$ cat src/idd_lane.sv
// ----------------------------------------------------------------------------
// idd_lane: one int8 multiply lane
// Multiplies one weight byte by one activation byte when the lane is enabled.
// ----------------------------------------------------------------------------
module idd_lane (
  input  logic signed [7:0]  w_i,
  input  logic signed [7:0]  a_i,
  input  logic               en_i,
  output logic signed [15:0] prod_o
);

  // gated signed product
  assign prod_o = en_i ? (w_i * a_i) : 16'sd0;

endmodule

$ cat config.mk
export PLATFORM = sky130hd
export DESIGN_NAME = idd_lane
export DESIGN_NICKNAME = d
export VERILOG_FILES = /design/src/idd_lane.sv
export SDC_FILE = /design/constraint.sdc
export NUM_CORES = 1
export LEC_CHECK = 0
export ABC_AREA = 1
export BUFFER_PORTS_ARGS = -buffer_cell sky130_fd_sc_hd__buf_2
export CAP_MARGIN = 20
export CORE_ASPECT_RATIO = 0.9
export CORE_MARGIN = 2
export CORE_UTILIZATION = 30
export DETAILED_ROUTE_END_ITERATION = 6
export SLEW_MARGIN = 20
export SYNTH_ARGS = -nofsm -noshare
export SYNTH_HDL_FRONTEND = slang
export SYNTH_SLANG_ARGS = --single-unit
$ cat constraint.sdc
create_clock -name vclk -period 4.46
set_clock_uncertainty 0.05 [all_clocks]
set_input_delay 0.446 -clock vclk [all_inputs]
set_output_delay 0.446 -clock vclk [all_outputs]
set_load 0.1 [all_outputs]
==> results of run 1 <==
[kinds of logic after synthesis]
group | count (synthesis) | share of synthesized area (%)
AO/OA/AOI/OAI | 20 | 4.004
buffers and inverters | 160 | 21.40
AND/OR/NAND/NOR | 152 | 21.31
XOR/XNOR | 4 | 1.246
adder cells (fa/ha/maj) | 84 | 52.05
[cell type report]
class / instances / area [µm²] / share of cell area [%]
timing repair buffer: 74 / 680.7 / 17.30
tap: 122 / 152.6 / 3.879
inverter: 144 / 544.3 / 13.83
multi-input combinational: 260 / 2557 / 64.99
[layer usage]
| metal | share of wire (%) | up-vias | GRT usage (%) |
|---|---|---|---|
| met1 | 46 | 1220 | 18.49 |
| met3 | 1.6 | 0 | 0.06770 |
| met2 | 53 | 23 | 28.01 |
| met4 | 0 | 0 | 0.5482 |
| li1 | - | 1286 | - |
| met5 | 0 | - | 0 |
[worst max-delay path: cells and delay by family]
kind / cells / cell delay (ps)
buffers and inverters: 6 / 560
AND/OR/NAND/NOR: 9 / 980
adder cells (fa/ha/maj): 5 / 2270
[repair_timing]
item,4_1_cts,5_1_grt
gates resized for setup,36,22
hold endpoints to repair,0,0
setup endpoints to repair,8,9
buffers inserted,1,6
pin swaps,17,20
[synth_stat cells]
cell type	n	share of area, %
nor2_2	1	0.22
nor2_1	29	3.9
o21ai_0	5	0.89
ha_1	29	13
nand3_1	11	2.0
clkbuf_1	15	2.0
nand2_1	107	14
a21o_1	1	0.27
nand2_2	1	0.22
xnor2_1	3	0.93
or2_2	1	0.22
o21ai_2	2	0.62
buf_2	1	0.18
nor3b_1	2	0.53
inv_1	144	19
fa_1	55	39
xor2_1	1	0.31
a21boi_0	1	0.27
a21oi_1	11	2.0
[per-stage QoR]
stage	hold WS [ps]	setup TNS (ps)	setup WS, ps	cell area (µm²)
after floorplan	1112	-1571	-395.8	3126
after global placement	1338	-1282	-243.2	3706
after detailed placement	1335	-1542	-262.3	3706
after CTS	1338	-1086	-200.9	3845
after global routing	1359	-3210	-447.1	3935
final	1335	-1742	-277.2	3935
[final timing paths]
path / to / slack, ps / cells past startpoint / startpoint
setup / recovery: prod_o[15] / -280 / 20 / a_i[7]
hold / removal: prod_o[8] / 1330 / 4 / en_i
==> summary.md, run 1 <==
| Metric | Value |
|---|---|
| Detailed-route DRC error count | `0` |
| Antenna Cells | `0` |
| IO buf count | `33` |
| 1st-iter DRT viols | `80` |
| Die H | `95.86 µm` |
| Syn_nets | `521` |
| Rel. slew slack | `67.68%` |
| Hpwl dp | `5682 µm` |
| Fin nets | `581` |
| Clk_buf instances | `0` |
| First-pass DRT Iterations | `4` |
| Max Cap Viol | `0` |
| Crit-path slowest cell | `fa_1` |
| Syn_area_per_cell | `approximately 6.7 µm²` |
| Largest net degree at the start of global routing | `13` |
| Yosys warns | `0` |
| Final Wtd Congestion | `slightly above 0.8` |
| Register area | `0 µm²` |
| # rows | `33` |
| I/O pins | `33` |
| Drt total wl | `6383 µm` |
| Kind of critical path | `input port to output pin` |
| FF+latch count | `0` |
| Die X | `106.1 µm` |
| Cts hold-fix bufs | `0` |
| CP max FO | `7` |
| Critical path arrival | `4240 ps` |
| Fin cells | `600` |
| Count of final setup violators | `9` |
| Mapped cell area | `about 2800 µm²` |
| Cell Chain, Critical Path | `buf_8 > clkinvlp_4 > or2_4 > fa_2 > fa_1 > inv_2 > fa_1 > inv_2 > fa_1 > inv_2 > ha_4 > nand2_4 > nor2_4 > nand2_1 > nor2_1 > nor2_2 > nand3_1 > nand2_2 > nor2_4 > buf_12` |
| Inst Count DP | `595` |
| Final Hold Viols | `0` |
| Vias in the first global route | `2797` |
| Worst Tran Pin Value | `488.1 ps` |
| Area growth from synthesis to layout | `39.90%` |
| Count of cell types in the netlist | `19` |
| Worst setup EP type | `output pin` |
| Startpoint Class | `input port` |
| Vias per inst | `between 4 and 5` |
| Crit share post-route | `106.2%` |
| Fraction of layout cells with a size suffix above 1 | `30.96%` |
| Hold Crit Class | `input port to output pin` |
| Min Tclk post-route | `4737 ps` |
| Antenna violation net count after detailed routing | `0` |
| Post-layout util | `a little over two fifths` |
| Total GRT Usage | `14.17%` |
| FMAX | `211.1 MHz` |
| RSZ-0062 raised after global routing | `true` |
| Grt ovf | `0` |
| Seq/Total Area, Yosys | `0%` |
| Layout filler cell count | `a little over 900` |
| Slew Limit Fails | `0` |
| Most common cell after layout, fill and taps aside | `inv_1` |
| Initial antenna violation count | `0` |
| Per-cell routed wire length | `10.64 µm` |
| Cell count after synthesis | `420` |
| Initial Util | `between 30% and 40%` |
| Commonest non-fill, non-tap cells in the layout | `136 x inv_1, 92 x nand2_1, 52 x fa_1` |
| Crit path required time | `3960 ps` |
| First-pass GRT wire length | `12050 µm` |
| Final WS setup | `-277.2 ps` |
| Failing checks | `setup timing` |
| Core Footprint | `between 9000 and 10000 µm²` |
| Slowest stage delay, CP | `520 ps` |
| Via count | `2529` |
| Die area | `10170 µm²` |
| Status | `finished with violations` |
Power of run 1 is left out: the tool's default activity adds up to more than one toggle a clock period on the data nets, which glitch-free logic cannot reach.
==> run 2, diff against run 1 <==
--- a/config.mk
+++ b/config.mk
@@ -12,6 +12,7 @@
 export CORE_MARGIN = 2
 export CORE_UTILIZATION = 30
 export DETAILED_ROUTE_END_ITERATION = 6
+export SKIP_LAST_GASP = 1
 export SLEW_MARGIN = 20
 export SYNTH_ARGS = -nofsm -noshare
 export SYNTH_HDL_FRONTEND = slang
==> constraint.sdc (replaced) <==
create_clock -name vclk -period 4.46
set_clock_uncertainty 0.05 [all_clocks]
set_input_delay 0.446 -clock vclk [all_inputs]
set_output_delay 0.446 -clock vclk [all_outputs]
set_load 0.01 [all_outputs]
==> summary.md, run 2 (synthesis results as in run 1) <==
| Metric | Value |
|---|---|
| Max Cap Viol | `0 (unchanged)` |
| Failing checks | `setup timing` |
| Clk_buf instances | `0 (unchanged)` |
| Detailed-route DRC error count | `0 (unchanged)` |
| Area growth from synthesis to layout | `35.32%` |
| CP max FO | `5 (-2)` |
| Per-cell routed wire length | `10.77 µm (+1.2%)` |
| First-pass DRT Iterations | `4 (unchanged)` |
| Min Tclk post-route | `4555 ps (-181.9 ps)` |
| Final WS setup | `-95.27 ps (+181.9 ps)` |
| Vias per inst | `4.154 (-1.5%)` |
| Die X | `106.1 µm (unchanged)` |
| Psw | `1185 µW` |
| Slew Limit Fails | `0 (unchanged)` |
| I/O pins | `33 (unchanged)` |
| Via count | `2513 (-0.63%)` |
| Leak pwr | `~0.0023 µW` |
| Final Hold Viols | `0 (unchanged)` |
| RSZ-0062 raised after global routing | `true` |
| Pre-CTS WS | `-311.9 ps (-49.61 ps)` |
| Largest net degree at the start of global routing | `13 (unchanged)` |
| Max VDD drop | `between 0.5 and 0.6 mV` |
| Count of final setup violators | `7 (-2)` |
| IO buf count | `33 (unchanged)` |
| Most common cell after layout, fill and taps aside | `inv_1` |
| Crit path required time | `3960 ps (about the same)` |
| Die area | `10170 µm² (unchanged)` |
| Hpwl dp | `5777 µm (+1.7%)` |
| Fin nets | `586 (+0.86%)` |
| Grt ovf | `0 (unchanged)` |
| HP Start | `en_i` |
| 1st-iter DRT viols | `87 (+8.8%)` |
| FMAX | `219.5 MHz (+4.0%)` |
| # rows | `33 (unchanged)` |
| Startpoint Class | `input port` |
| Flop pwr share | `0%` |
| Status | `finished with violations` |
| Critical path arrival | `4060 ps (-180 ps)` |
| Core Footprint | `9125 µm² (unchanged)` |
| Tot Pwr | `2258 µW` |
| Antenna Cells | `0 (unchanged)` |
| Commonest non-fill, non-tap cells in the layout | `129 x inv_1, 91 x nand2_1, 50 x fa_1` |
| Worst Tran Pin Value | `270.8 ps (-217.3 ps)` |
| Worst hold stages | `4 (unchanged)` |
| Die H | `95.86 µm (unchanged)` |
| Initial antenna violation count | `0 (unchanged)` |
| Final Wtd Congestion | `0.8427 (+3.9%)` |
| Pwr/cell area | `593.2 nW/µm²` |
| Clk pwr share | `0%` |
| Vias in the first global route | `2722 (-2.7%)` |
| Kind of critical path | `input port to output pin` |
| Initial Util | `30.82% (unchanged)` |
| Antenna violation net count after detailed routing | `0 (unchanged)` |
| Total GRT Usage | `14.26% (+0.086 points)` |
| Fraction of layout cells with a size suffix above 1 | `31.06% (+0.094 points)` |
| Hold Crit Class | `input port to output pin` |
| FF+latch count | `0 (unchanged)` |
| Setup_tns | `-417.0 ps (+1325 ps)` |
| First-pass GRT wire length | `12090 µm (+0.34%)` |
| Switching Share | `52.48%` |
| Crit share post-route | `102.1% (-4.1 points)` |
| Worst setup EP type | `output pin` |
| Post-route cell area | `3806 µm² (-3.3%)` |
| Drt total wl | `6516 µm (+2.1%)` |
| Cts hold-fix bufs | `0 (unchanged)` |
| Post-DP Area | `3435 µm² (-7.3%)` |
| Register area | `0 µm² (unchanged)` |
| Internal Pwr Total | `1073 µW` |
| Combinational share of power | `100.0%` |
| Rel. slew slack | `81.76% (+14 points)` |
| Worst Hold End | `prod_o[4]` |
==> run 2: worst max-delay path, stage by stage <==
cell and delay [ps]:
buf_8 110, buf_6 110, nand2_2 50, inv_2 50, fa_1 490, inv_1 50, fa_1 490, inv_2 40
fa_1 560, inv_2 50, fa_1 510, inv_2 50, ha_4 270, a21oi_4 160, nand2_2 80, nand2_1 90
nand2_2 60, nand2_1 60, nor3b_4 170, buf_2 160
==> run 2: layout make-up <==
| cell class | instances | area, µm² |
|---|---|---|
| fillers | 927 | 5319 |
| inverters | 144 | 548.0 |
| multi-input cells | 260 | 2519 |
| well taps | 122 | 152.6 |
| repair buffers | 79 | 586.8 |
==> run 2: power groups by stage <==
stage	clock network [µW]	registers (µW)	logic (µW)
final	0	0	2260
after global routing	0	0	2560
after CTS	0	0	2130
after detailed placement	0	0	1790
after global placement	0	0	1780
after floorplan	0	0	1170
==> run 2: through the flow <==
stage | cells | hold slack [ps] | utilization, %
finish | 605 | 1248 | 41.71
global route | 605 | 1301 | 41.71
CTS | 603 | 1264 | 40.04
detailed placement | 602 | 1263 | 37.64
global placement | 602 | 1259 | 37.64
floorplan | 420 | 955.5 | -
==> run 2: per-layer routing <==
layer	track usage (%)	routed length [µm]	part of all wire [%]	vias to the layer above
li1	-	-	-	1296
met1	19.07	3075	47	1179
met2	26.29	3197	49	32
met3	1.083	168	2.6	6
met4	1.535	74	1.1	0
met5	0	0	0	-
==> run 2: worst max-delay path by stage <==
| stage | startpoint | end | slack (ps) | depth (start not counted) |
|---|---|---|---|---|
| final | w_i[7] | prod_o[12] | -100 | 20 |
| after global routing | w_i[7] | prod_o[15] | -230 | 22 |
| after CTS | w_i[7] | prod_o[15] | -110 | 19 |
| after detailed placement | a_i[2] | prod_o[15] | -310 | 19 |
| after global placement | a_i[7] | prod_o[15] | -290 | 22 |
| after floorplan | w_i[4] | prod_o[13] | 10 | 19 |
==> run 2: timing repair <==
item,4_1_cts,5_1_grt
buffers inserted,1,2
gates cloned,0,0
gates resized for setup,51,51
pin swaps,33,33
setup endpoints to repair,9,9
Power figures use the tool's default switching activity.
